$ cat src/hdl/cfp40_pkg.sv
`default_nettype none
package cfp40_pkg;

  // fixed field geometry
  localparam int unsigned FRAC_W      = 23;
  localparam int unsigned EXP_W       = 8;
  localparam int unsigned MANT_W      = 17;
  localparam int unsigned SHIFT_W     = 5;

  localparam logic [7:0]  OFFSET_RESET = 8'd138;
  localparam logic [9:0]  SHIFT_MIN    = 10'd6;
  localparam logic [4:0]  SHIFT_MAX    = 5'd23;
  localparam logic [3:0]  EXPO_MAX     = 4'hF;
  localparam logic [15:0] MANT_SAT     = 16'hFFFF;

  // stage 1 -> stage 2: exponent compare results
  typedef struct packed {
    logic              sign_r;
    logic              sign_i;
    logic [FRAC_W-1:0] frac_r;
    logic [FRAC_W-1:0] frac_i;
    logic [EXP_W-1:0]  diff_r;   // max exponent minus real exponent
    logic [EXP_W-1:0]  diff_i;
    logic [EXP_W:0]    es_raw;   // two's complement, max exponent minus offset
  } cfp40_s1_t;

  // stage 2 -> stage 3: shift amounts and shared exponent
  typedef struct packed {
    logic               sign_r;
    logic               sign_i;
    logic [FRAC_W-1:0]  frac_r;
    logic [FRAC_W-1:0]  frac_i;
    logic [SHIFT_W-1:0] shift_r;
    logic [SHIFT_W-1:0] shift_i;
    logic [3:0]         expo;
    logic               ovf;
  } cfp40_s2_t;

endpackage
`default_nettype wire

$ cat src/hdl/cfp40_ifs.sv
`default_nettype none
// input channel: one complex value per transaction
interface cfp40_in_if;
  logic        valid;
  logic        ready;
  logic [31:0] real_bits;
  logic [31:0] imag_bits;
  modport source (output valid, output real_bits, output imag_bits, input ready);
  modport sink   (input valid, input real_bits, input imag_bits, output ready);
endinterface

// result channel: one packed record per transaction
interface cfp40_out_if;
  logic        valid;
  logic        ready;
  logic [7:0]  header_byte;
  logic [15:0] real_mantissa_low;
  logic [15:0] imag_mantissa_low;
  modport source (output valid, output header_byte, output real_mantissa_low,
                  output imag_mantissa_low, input ready);
  modport sink   (input valid, input header_byte, input real_mantissa_low,
                  input imag_mantissa_low, output ready);
endinterface

// configuration write channel
interface cfp40_cfg_if;
  logic       valid;
  logic       ready;
  logic [7:0] exponent_offset;
  modport source (output valid, output exponent_offset, input ready);
  modport sink   (input valid, input exponent_offset, output ready);
endinterface
`default_nettype wire

$ cat src/hdl/cfp40_expo.sv
`default_nettype none
module cfp40_expo
  import cfp40_pkg::*;
(
  input  wire logic        clk,
  input  wire logic        rst_n,
  input  wire logic [7:0]  offset,
  input  wire logic        up_valid,
  output logic             up_ready,
  input  wire logic [31:0] real_bits,
  input  wire logic [31:0] imag_bits,
  output logic             dn_valid,
  input  wire logic        dn_ready,
  output cfp40_s2_t        dn_data
);

  logic      v1_r, v2_r;
  cfp40_s1_t s1_r, s1_nxt;
  cfp40_s2_t s2_r, s2_nxt;
  logic      rdy1, rdy2;

  // per-stage ready: a stage moves when it is empty or its successor takes it
  assign rdy2     = !v2_r || dn_ready;
  assign rdy1     = !v1_r || rdy2;
  assign up_ready = rdy1;
  assign dn_valid = v2_r;
  assign dn_data  = s2_r;

  // stage 1: larger exponent, differences, shared exponent before clamping
  always_comb begin
    logic [EXP_W-1:0] exp_r, exp_i, emax;
    exp_r = real_bits[30:23];
    exp_i = imag_bits[30:23];
    emax  = (exp_r > exp_i) ? exp_r : exp_i;
    s1_nxt.sign_r = real_bits[31];
    s1_nxt.sign_i = imag_bits[31];
    s1_nxt.frac_r = real_bits[FRAC_W-1:0];
    s1_nxt.frac_i = imag_bits[FRAC_W-1:0];
    s1_nxt.diff_r = emax - exp_r;
    s1_nxt.diff_i = emax - exp_i;
    s1_nxt.es_raw = {1'b0, emax} - {1'b0, offset};
  end

  // stage 2: total shifts with saturation, clamp shared exponent
  always_comb begin
    logic             neg;
    logic [EXP_W-1:0] mag;
    logic [9:0]       tot_r, tot_i;
    neg   = s1_r.es_raw[EXP_W];
    mag   = neg ? (~s1_r.es_raw[EXP_W-1:0] + 8'd1) : 8'd0;
    tot_r = SHIFT_MIN + {2'b00, s1_r.diff_r} + {2'b00, mag};
    tot_i = SHIFT_MIN + {2'b00, s1_r.diff_i} + {2'b00, mag};
    s2_nxt.sign_r  = s1_r.sign_r;
    s2_nxt.sign_i  = s1_r.sign_i;
    s2_nxt.frac_r  = s1_r.frac_r;
    s2_nxt.frac_i  = s1_r.frac_i;
    s2_nxt.shift_r = (tot_r > {5'd0, SHIFT_MAX}) ? SHIFT_MAX : tot_r[SHIFT_W-1:0];
    s2_nxt.shift_i = (tot_i > {5'd0, SHIFT_MAX}) ? SHIFT_MAX : tot_i[SHIFT_W-1:0];
    s2_nxt.ovf     = !neg && (s1_r.es_raw[EXP_W-1:0] > {4'd0, EXPO_MAX});
    if (neg) begin
      s2_nxt.expo = 4'd0;
    end else if (s2_nxt.ovf) begin
      s2_nxt.expo = EXPO_MAX;
    end else begin
      s2_nxt.expo = s1_r.es_raw[3:0];
    end
  end

  // valid bits
  always_ff @(posedge clk) begin
    if (!rst_n) begin
      v1_r <= 1'b0;
      v2_r <= 1'b0;
    end else begin
      if (rdy1) v1_r <= up_valid;
      if (rdy2) v2_r <= v1_r;
    end
  end

  // payload
  always_ff @(posedge clk) begin
    if (rdy1 && up_valid) s1_r <= s1_nxt;
    if (rdy2 && v1_r)     s2_r <= s2_nxt;
  end

`ifndef ASSERT_OFF
  // every shift keeps the floor of six
  a_shift_floor: assert property (@(posedge clk) disable iff (!rst_n)
    v2_r |-> (s2_r.shift_r >= 5'd6 && s2_r.shift_i >= 5'd6))
    else $error("shift below floor");
  // on overflow the shared exponent is positive, so the larger part shifts by the floor
  a_ovf_min_shift: assert property (@(posedge clk) disable iff (!rst_n)
    (v2_r && s2_r.ovf) |-> (s2_r.shift_r == 5'd6 || s2_r.shift_i == 5'd6))
    else $error("overflow without minimal shift");
`endif

endmodule
`default_nettype wire

$ cat src/hdl/cfp40_mant.sv
`default_nettype none
module cfp40_mant
  import cfp40_pkg::*;
(
  input  wire logic  clk,
  input  wire logic  rst_n,
  input  wire logic  up_valid,
  output logic       up_ready,
  input  cfp40_s2_t  up_data,
  output logic       out_valid,
  input  wire logic  out_ready,
  output logic [7:0]  header_byte,
  output logic [15:0] real_mantissa_low,
  output logic [15:0] imag_mantissa_low
);

  logic        v3_r;
  logic [7:0]  hdr_r, hdr_nxt;
  logic [15:0] mr_r, mr_nxt, mi_r, mi_nxt;
  logic        rdy3;

  // shift, round unless zero or all ones, set flag, halve
  function automatic logic [MANT_W-1:0] pack_part(input logic [FRAC_W-1:0] frac,
                                                  input logic [SHIFT_W-1:0] s);
    logic [FRAC_W-1:0] m;
    logic [FRAC_W-1:0] ones;
    logic [FRAC_W:0]   mf;
    m    = frac >> s;
    ones = {FRAC_W{1'b1}} >> s;
    if (m != '0 && m != ones) m = m + 23'd1;
    mf   = {1'b0, m} | (24'd1 << (SHIFT_MAX - s));
    return mf[MANT_W:1];
  endfunction

  assign rdy3      = !v3_r || out_ready;
  assign up_ready  = rdy3;
  assign out_valid = v3_r;

  // stage 3: mantissas and header
  always_comb begin
    logic [MANT_W-1:0] pr, pi;
    pr = pack_part(up_data.frac_r, up_data.shift_r);
    pi = pack_part(up_data.frac_i, up_data.shift_i);
    if (up_data.ovf) begin
      pr = {1'b0, MANT_SAT};
      pi = {1'b0, MANT_SAT};
    end
    mr_nxt  = pr[15:0];
    mi_nxt  = pi[15:0];
    hdr_nxt = {up_data.sign_r, up_data.sign_i, pr[16], pi[16], up_data.expo};
  end

  always_ff @(posedge clk) begin
    if (!rst_n) begin
      v3_r <= 1'b0;
    end else if (rdy3) begin
      v3_r <= up_valid;
    end
  end

  // output register
  always_ff @(posedge clk) begin
    if (rdy3 && up_valid) begin
      hdr_r <= hdr_nxt;
      mr_r  <= mr_nxt;
      mi_r  <= mi_nxt;
    end
  end

  assign header_byte       = hdr_r;
  assign real_mantissa_low = mr_r;
  assign imag_mantissa_low = mi_r;

`ifndef ASSERT_OFF
  // a fully shifted-out real part leaves a zero mantissa
  a_real_sat_zero: assert property (@(posedge clk) disable iff (!rst_n)
    (up_valid && rdy3 && up_data.shift_r == SHIFT_MAX && !up_data.ovf)
      |=> (real_mantissa_low == 16'd0 && header_byte[5] == 1'b0))
    else $error("real mantissa not zero at full shift");
  // same for the imaginary part
  a_imag_sat_zero: assert property (@(posedge clk) disable iff (!rst_n)
    (up_valid && rdy3 && up_data.shift_i == SHIFT_MAX && !up_data.ovf)
      |=> (imag_mantissa_low == 16'd0 && header_byte[4] == 1'b0))
    else $error("imag mantissa not zero at full shift");
`endif

endmodule
`default_nettype wire

$ cat src/hdl/complex_float_to_packed40.sv
// An accepted input reaches out_ch through the stage 1, stage 2 and output registers.
// Throughput: one transaction per cycle while out_ch.ready holds; three register stages
// (exponent compare, shift computation, mantissa round and pack), each with its own valid bit.
// Empty stages keep filling while a result waits at the output register.
// Reset (rst_n, synchronous, active low) clears all valid bits and loads
// exponent_offset with 138; data registers are not reset.
`default_nettype none
module complex_float_to_packed40
  import cfp40_pkg::*;
(
  input  wire logic clk,
  input  wire logic rst_n,
  cfp40_cfg_if.sink  cfg_ch,
  cfp40_in_if.sink   in_ch,
  cfp40_out_if.source out_ch
);

  logic [7:0] offset_r;
  logic       mid_valid, mid_ready;
  cfp40_s2_t  mid_data;

  // configuration register, always writable
  assign cfg_ch.ready = 1'b1;
  always_ff @(posedge clk) begin
    if (!rst_n) begin
      offset_r <= OFFSET_RESET;
    end else if (cfg_ch.valid) begin
      offset_r <= cfg_ch.exponent_offset;
    end
  end

  // exponent stages
  cfp40_expo u_expo (
    .clk       (clk),
    .rst_n     (rst_n),
    .offset    (offset_r),
    .up_valid  (in_ch.valid),
    .up_ready  (in_ch.ready),
    .real_bits (in_ch.real_bits),
    .imag_bits (in_ch.imag_bits),
    .dn_valid  (mid_valid),
    .dn_ready  (mid_ready),
    .dn_data   (mid_data)
  );

  // mantissa stage and output register
  cfp40_mant u_mant (
    .clk               (clk),
    .rst_n             (rst_n),
    .up_valid          (mid_valid),
    .up_ready          (mid_ready),
    .up_data           (mid_data),
    .out_valid         (out_ch.valid),
    .out_ready         (out_ch.ready),
    .header_byte       (out_ch.header_byte),
    .real_mantissa_low (out_ch.real_mantissa_low),
    .imag_mantissa_low (out_ch.imag_mantissa_low)
  );

endmodule
`default_nettype wire
$ cat src/flat_wrapper.sv
// flat-port wrapper written by rule: the top's interface ports become plain ports
module complex_float_to_packed40_flat import cfp40_pkg::*;
  (clk, rst_n, cfg_ch_valid, cfg_ch_exponent_offset, cfg_ch_ready, in_ch_valid, in_ch_real_bits, in_ch_imag_bits, in_ch_ready, out_ch_valid, out_ch_header_byte, out_ch_real_mantissa_low, out_ch_imag_mantissa_low, out_ch_ready);
  cfp40_cfg_if cfg_ch_i ();
  cfp40_in_if in_ch_i ();
  cfp40_out_if out_ch_i ();
  input  wire logic clk;
  input  wire logic rst_n;
  input wire logic [$bits(cfg_ch_i.valid)-1:0] cfg_ch_valid;
  input wire logic [$bits(cfg_ch_i.exponent_offset)-1:0] cfg_ch_exponent_offset;
  output wire logic [$bits(cfg_ch_i.ready)-1:0] cfg_ch_ready;
  input wire logic [$bits(in_ch_i.valid)-1:0] in_ch_valid;
  input wire logic [$bits(in_ch_i.real_bits)-1:0] in_ch_real_bits;
  input wire logic [$bits(in_ch_i.imag_bits)-1:0] in_ch_imag_bits;
  output wire logic [$bits(in_ch_i.ready)-1:0] in_ch_ready;
  output wire logic [$bits(out_ch_i.valid)-1:0] out_ch_valid;
  output wire logic [$bits(out_ch_i.header_byte)-1:0] out_ch_header_byte;
  output wire logic [$bits(out_ch_i.real_mantissa_low)-1:0] out_ch_real_mantissa_low;
  output wire logic [$bits(out_ch_i.imag_mantissa_low)-1:0] out_ch_imag_mantissa_low;
  input wire logic [$bits(out_ch_i.ready)-1:0] out_ch_ready;
  assign cfg_ch_i.valid = cfg_ch_valid;
  assign cfg_ch_i.exponent_offset = cfg_ch_exponent_offset;
  assign cfg_ch_ready = cfg_ch_i.ready;
  assign in_ch_i.valid = in_ch_valid;
  assign in_ch_i.real_bits = in_ch_real_bits;
  assign in_ch_i.imag_bits = in_ch_imag_bits;
  assign in_ch_ready = in_ch_i.ready;
  assign out_ch_valid = out_ch_i.valid;
  assign out_ch_header_byte = out_ch_i.header_byte;
  assign out_ch_real_mantissa_low = out_ch_i.real_mantissa_low;
  assign out_ch_imag_mantissa_low = out_ch_i.imag_mantissa_low;
  assign out_ch_i.ready = out_ch_ready;
  complex_float_to_packed40 u_core (.clk(clk), .rst_n(rst_n), .cfg_ch(cfg_ch_i), .in_ch(in_ch_i), .out_ch(out_ch_i));
endmodule
$ cat config.mk
export PLATFORM = sky130hd
export DESIGN_NAME = complex_float_to_packed40_flat
export DESIGN_NICKNAME = d
export VERILOG_FILES = /design/src/hdl/cfp40_pkg.sv /design/src/hdl/cfp40_ifs.sv /design/src/hdl/cfp40_expo.sv /design/src/hdl/cfp40_mant.sv /design/src/hdl/complex_float_to_packed40.sv /design/src/flat_wrapper.sv
export SDC_FILE = /design/constraint.sdc
export NUM_CORES = 1
export LEC_CHECK = 0
export ABC_AREA = 1
export BUFFER_PORTS_ARGS = -buffer_cell sky130_fd_sc_hd__buf_4
export CORE_MARGIN = 2
export CORE_UTILIZATION = 55
export DETAILED_ROUTE_END_ITERATION = 10
export PLACE_DENSITY_LB_ADDON = 0.08
export SLEW_MARGIN = 15
export SYNTH_ARGS = -nofsm -noshare
export SYNTH_HDL_FRONTEND = slang
export SYNTH_HIERARCHICAL = 1
export SYNTH_SLANG_ARGS = --single-unit
$ cat constraint.sdc
create_clock -name clk -period 5.9 [get_ports clk]
set_input_delay 0.295 -clock clk [delete_from_list [all_inputs] [get_ports clk]]
set_output_delay 0.295 -clock clk [all_outputs]
set_load 0.01 [all_outputs]
==> flow_summary.toml, run 1 <==
[clock_tree]
clock_path_buffers = 2
cts-htree-levels = 4
cts.clk_slew.worst_paths_ns = 0.08
cts_hold_buf = 9
cts_tree = "yes"
clockRootBuffer = "clkbuf_16"
cts_sinks = 187
cts-buffers-inserted = 17
postCtsSetupBuffers = 0
insertion_delay_ns = 0.45
cts_resized = 0

[job]
max_cap_viol_count = 0

[synthesis]
synth_top_family_by_area = "simple AND/OR/NAND/NOR gates"
synth.cell_area_um2 = 13000
seq_area_frac_synth = 0.424
yosysTopAreaCell = "edfxtp_1"
yosys-top-cells-count = "nand2_1, nand3_1, edfxtp_1"
yosys.cell_count.top_type = "nand2_1"
synth_ff_type = "edfxtp_1"
synthArstFlopShare = 0
yosys.area_share.xor_xnor = 0.0349
ys.warnings.count = 6
synth_adder_area_share = 0.0665
syn_area_per_cell_um2 = 7.99
synth_compound_area_frac = 0.0737
synth_edf_count = 176
syn_inst = 1625
ys_seq_elements = 187
yosys.area_share.simple = 0.314
synth.distinct_cells = 49
netlist_top_cells_area = "edfxtp_1, nand2_1, nand3_1"
synth_top_area_frac = 0.407
muxShareOfSynthArea = 0
synth_fp_nets = 1768

[global_route]
grt_pass1_wl_um = 51900
grt_start_max_net_pins = 74
grtUsageTotal = 0.267
overflow = 0
antenna_found_initial = 0
grt_pass1_vias = 10304

[layout]
syn_to_final_growth_pct = 12.4
n_antenna_cell = 0
drive_gt1_frac = 0.145
fin_area_um2 = 14600
fin_nets = 1865

[die]
die_area_um2 = 24900
io_pins = 120
die_w_um = 158
die_h_um = 158
core_um2 = 23300
rows = 56
start_util = 0.556

[timing]
tns_ns = 0
finalMaxSlewViolations = 0
max_freq_ghz = 0.240
timing.slew.headroom = 0.311
rsz0062_at_grt = "false"
skew_ns = 0.0214
layout_worst_path_cycle_share = 0.706
setup_viol = 0
hold_violations = 0
period_needed_ns = 4.16
tightest_slew_ns = 1.03

[critical_path]
critical-path-slowest-cell = "edfxtp_1"
required_ns = 6.10
crit_type = "reg2reg"
worstPathArrival_ns = 4.36
crit_top_cell = "nand2_1"
crit_path_end_kind = "flop"
start_kind = "flop"
crit_fanout = 26
slowest_delay_ns = 1.00
worstPathCellList = "inv_2, nand3_1, nand2_1, nand2_1, nand2_1, o21bai_1, nand2_1, ha_1, nand2_1, a21oi_1, nand2_1, nor2_1, nand2_1, nor2_1, nand2_1, nor2_1, nor2_2, nand2_1, nand2_1, nand3_1"

[drt]
drtPass1Iterations = 7
drc = 0
antenna_left = 0
routed_wl_um = 31600
drtIter0Drc = 939
wl_per_cell_um = 15.4
num_vias = 11150
viasPerCell = 5.43

[placement]
place_area_um2 = 13900
place_congestion = 0.937
port-buffer-count = 118
post-dp-hpwl_um = 23200

[outcome]
status = "finished clean"

[min_path]
hold_path.class = "in2reg"

[power_and_ir_drop]
ir_drop_mv = 0.165
leakagePower_nw = 6.62
power_density_nw_per_um2 = 279
critical path, delay by kind of cell, from the launching register on:
kind | cells | cell delay, ns
buf+inv | 1 | 0.44
flops | 1 | 1.00
compound gates | 2 | 0.20
simple gates | 16 | 2.02
fa+ha+maj | 1 | 0.22
layout make-up:
| cell class | instances | area (um^2) |
|---|---|---|
| Multi-Input combinational cell | 1205 | 6380 |
| Clock buffer | 17 | 425 |
| Sequential cell | 187 | 5510 |
| Inverter | 176 | 671 |
| Timing Repair Buffer | 135 | 1040 |
| Fill cell | 2062 | 8740 |
| Clock inverter | 15 | 171 |
| Tap cell | 319 | 399 |
registers in the layout, indices dropped and copies added, names as in the netlist:
| signal | flops |
|---|---|
| u_core/u_mant/out_valid | 1 |
| u_core/u_expo/dn_data | 63 |
| u_core/u_expo/s1_r | 73 |
| u_core/u_expo/v1_r | 1 |
| u_core/u_mant/header_byte | 8 |
| u_core/u_mant/real_mantissa_low | 16 |
| u_core/offset_r | 8 |
| u_core/u_mant/imag_mantissa_low | 16 |
| u_core/u_expo/dn_valid | 1 |
worst paths after layout:
kind                                  from                                 end  slack, ns  depth (start not counted)
setup reg to reg  u_core/u_expo/dn_data[6]  u_core/u_mant/imag_mantissa_low[7]       1.74                         20
hold / removal          in_ch_imag_bits[8]              u_core/u_expo/s1_r[33]       0.02                          1
hold reg to reg     u_core/u_expo/s1_r[43]           u_core/u_expo/dn_data[33]       0.41                          0
setup / recovery  u_core/u_expo/dn_data[6]  u_core/u_mant/imag_mantissa_low[7]       1.74                         20
logic make-up after synthesis:
| family | count (synthesis) |
|---|---|
| other cells | 1 |
| flops | 187 |
| xor+xnor | 50 |
| fa+ha+maj | 66 |
| simple gates | 936 |
| compound gates | 152 |
| buf+inv | 233 |
where the power goes:
part           internal, mW  switching [mW]
logic                 0.450           0.800
registers              1.59          0.0729
clock network         0.574           0.593
total                  2.61            1.47
routing by layer:
| metal | vias to the layer above | global-route usage | routed length (um) |
|---|---|---|---|
| met5 | - | 0 | 0 |
| met4 | 0 | 0.0922 | 728 |
| met3 | 60 | 0.0301 | 1790 |
| met2 | 407 | 0.428 | 14500 |
| met1 | 5077 | 0.376 | 14600 |
| li1 | 5606 | - | - |
cell usage in the layout (no fill, tap or decap), drive strengths merged, types with 11 or more instances in the layout:
cell and n:
a21oi 63, a31oi 11, buf 126, clkbuf 17
dfxtp 11, edfxtp 176, ha 61, inv 183
nand2 514, nand3 222, nand4 29, nor2 153
o211ai 13, o21ai 49, xnor2 12, xor2 38
metrics by stage:
stage	worst slack [ns]	total power [mW]	utilization	cells	hold slack (ns)
4_1_cts	1.81	4.10	0.625	2054	0.00556
2_1_floorplan	1.86	2.63	-	1625	0.394
3_5_place_dp	1.83	2.92	0.596	2013	0.405
5_1_grt	1.29	4.35	0.625	2054	0.00662
6_report	1.74	4.08	0.625	2054	0.0238
3_3_place_gp	1.91	2.90	0.596	2013	0.400
Power figures use the tool's default switching activity.
==> run 2, diff against run 1 <==
- clock period: 5.9 -> 4 ns (I/O delays scaled with it)
==> run 2 against run 1 <==
Effect of this change: final cell count rose by 2.6%; wire length rose by 1.6%; non-clock buffer count rose by 53; fmax rose by 28%; die area did not move; worst hold slack got worse by 0.0011 ns; clock-buffer cell count rose by 3; critical path type unchanged.
==> flow_summary.toml, run 2 (synthesis gave the netlist of run 1 again) <==
[global_route]
overflow = 0
grtUsageTotal = 0.268
grt_start_max_net_pins = 74
antenna_found_initial = 0
grt_pass1_wl_um = 52600
grt_pass1_vias = 10506

[critical_path]
crit_fanout = 24
worstPathCellList = "buf_4, nand2_1, nand3_1, nand3_1, nand2_1, nand2_1, nand2_1, nand2_1, inv_1, ha_1, nand2_1, nor3_1, nand2_1, nand2_1, nand2_1, nand2_1, nand4_1"
start_kind = "flop"
slowest_delay_ns = 0.67
required_ns = 4.14
critical-path-slowest-cell = "edfxtp_1"
worstPathArrival_ns = 3.39
critPathTopFamily = "simple AND/OR/NAND/NOR gates"
crit_buf_inv = 2
r2r-end = "u_core/u_mant/real_mantissa_low[13]"
crit_path_end_kind = "flop"
r2r-start = "u_core/u_expo/dn_data[10]"
rrSetupSlack_ns = 0.75
crit_top_cell = "nand2_1"
reg2regPathDepth = 17
crit_type = "reg2reg"

[layout]
final_util = 0.647
largest_register = "u_core/u_expo/s1_r"
largest_reg_flops = 73
layout_commonest_cell = "nand2_1"
fin_nets = 1918
n_antenna_cell = 0
most-common-layout-cells = "nand2_1, nand3_1, edfxtp_1, inv_1, nor2_1"
syn_to_final_growth_pct = 16.2
drive_gt1_frac = 0.147
fin_area_um2 = 15100

[outcome]
status = "finished clean"

[drt]
antenna_left = 0
wl_per_cell_um = 15.2
viasPerCell = 5.37
num_vias = 11307
drc = 0
drtPass1Iterations = 5
routed_wl_um = 32100
drtIter0Drc = 1012

[die]
die_w_um = 158
die_area_um2 = 24900
rows = 56
start_util = 0.556
die_h_um = 158
core_um2 = 23300
io_pins = 120

[timing]
rsz0062_at_grt = "false"
finalMaxSlewViolations = 0
max_freq_ghz = 0.308
timing.hold.ws_ns = 0.0228
tightest_slew_ns = 0.917
layout_worst_path_cycle_share = 0.813
tns_ns = 0
timing.slew.headroom = 0.389
period_needed_ns = 3.25
hold_violations = 0
skew_ns = 0.0180
setup_viol = 0

[clock_tree]
cts_tree = "yes"
cts-buffers-inserted = 17
clock_path_buffers = 2
cts-htree-levels = 4
insertion_delay_ns = 0.43
cts_sinks = 187
cts.clk_slew.worst_paths_ns = 0.07
postCtsSetupBuffers = 0
cts_resized = 0
clockRootBuffer = "clkbuf_16"

[power_and_ir_drop]
power_density_nw_per_um2 = 401
total_power_mw = 6.05
leakagePower_nw = 6.86
ir_drop_mv = 0.236

[min_path]
whs_endpoint = "u_core/offset_r[1]"
hold_path.class = "in2reg"
hold_path_depth = 2
min_from = "rst_n"

[placement]
place_congestion = 0.985
port-buffer-count = 118
place_area_um2 = 14000
post-dp-hpwl_um = 23900

[job]
max_cap_viol_count = 0
-- run 2: cell types whose count changed in the layout (fill, tap and decap cells not counted), sizes merged --
cell	before	now
buf	126	137
clkbuf	17	20
clkinv	6	2
clkinvlp	2	0
dlygate4sd3	9	51
inv	183	186
-- run 2: worst max-delay path by stage --
stage                               from                             endpoint  slack (ns)  cells past startpoint
6_report       u_core/u_expo/dn_data[10]  u_core/u_mant/real_mantissa_low[13]        0.75                     17
5_1_grt        u_core/u_expo/dn_data[10]  u_core/u_mant/real_mantissa_low[13]        0.42                     17
4_1_cts        u_core/u_expo/dn_data[10]  u_core/u_mant/real_mantissa_low[13]        0.82                     17
3_5_place_dp   u_core/u_expo/dn_data[10]  u_core/u_mant/real_mantissa_low[13]        0.83                     17
3_3_place_gp   u_core/u_expo/dn_data[10]  u_core/u_mant/real_mantissa_low[13]        0.80                     17
2_1_floorplan     u_core/u_expo/dn_valid         u_core/u_mant/header_byte[0]        1.16                      2
-- run 2: cell type report --
cell class              instances  area [um^2]
fillers                      2078         8240
multi-input cells            1205         6380
flip-flops and latches        187         5510
repair buffers                188         1540
inverters                     176          671
clock buffers                  20          479
well taps                     319          399
clock inverters                12          115
-- run 2: repair_timing --
action | CTS | global route
hold endpoints to repair | 51 | 0
endpoints found under the setup margin | 0 | 0
hold buffers | 51 | 0
-- run 2: per-stage QoR --
| step | cells | setup WS (ns) |
|---|---|---|
| 2_1_floorplan | 1625 | 1.16 |
| 3_3_place_gp | 2024 | 0.802 |
| 3_5_place_dp | 2024 | 0.835 |
| 4_1_cts | 2107 | 0.822 |
| 5_1_grt | 2107 | 0.415 |
| 6_report | 2107 | 0.748 |
-- run 2: power by group --
group          switching, mW  total, mW  internal (mW)
Clock                  0.799       1.70          0.904
Combinational           1.23       1.93          0.700
Sequential            0.0840       2.42           2.34
-- run 2: worst register-to-register path: stages (launching register included) --
cell and delay (ns):
edfxtp_1 0.67, buf_4 0.36, nand2_1 0.11, nand3_1 0.12, nand3_1 0.10, nand2_1 0.16
nand2_1 0.07, nand2_1 0.06, nand2_1 0.15, inv_1 0.14, ha_1 0.23, nand2_1 0.15
nor3_1 0.31, nand2_1 0.09, nand2_1 0.07, nand2_1 0.05, nand2_1 0.05, nand4_1 0.09
-- run 2: routing by layer --
layer	vias to the layer above	track usage	wire, um
met1	5106	0.378	14800
met5	-	0	0
met4	0	0.0732	461
li1	5724	-	-
met3	36	0.0326	2040
met2	441	0.438	14800
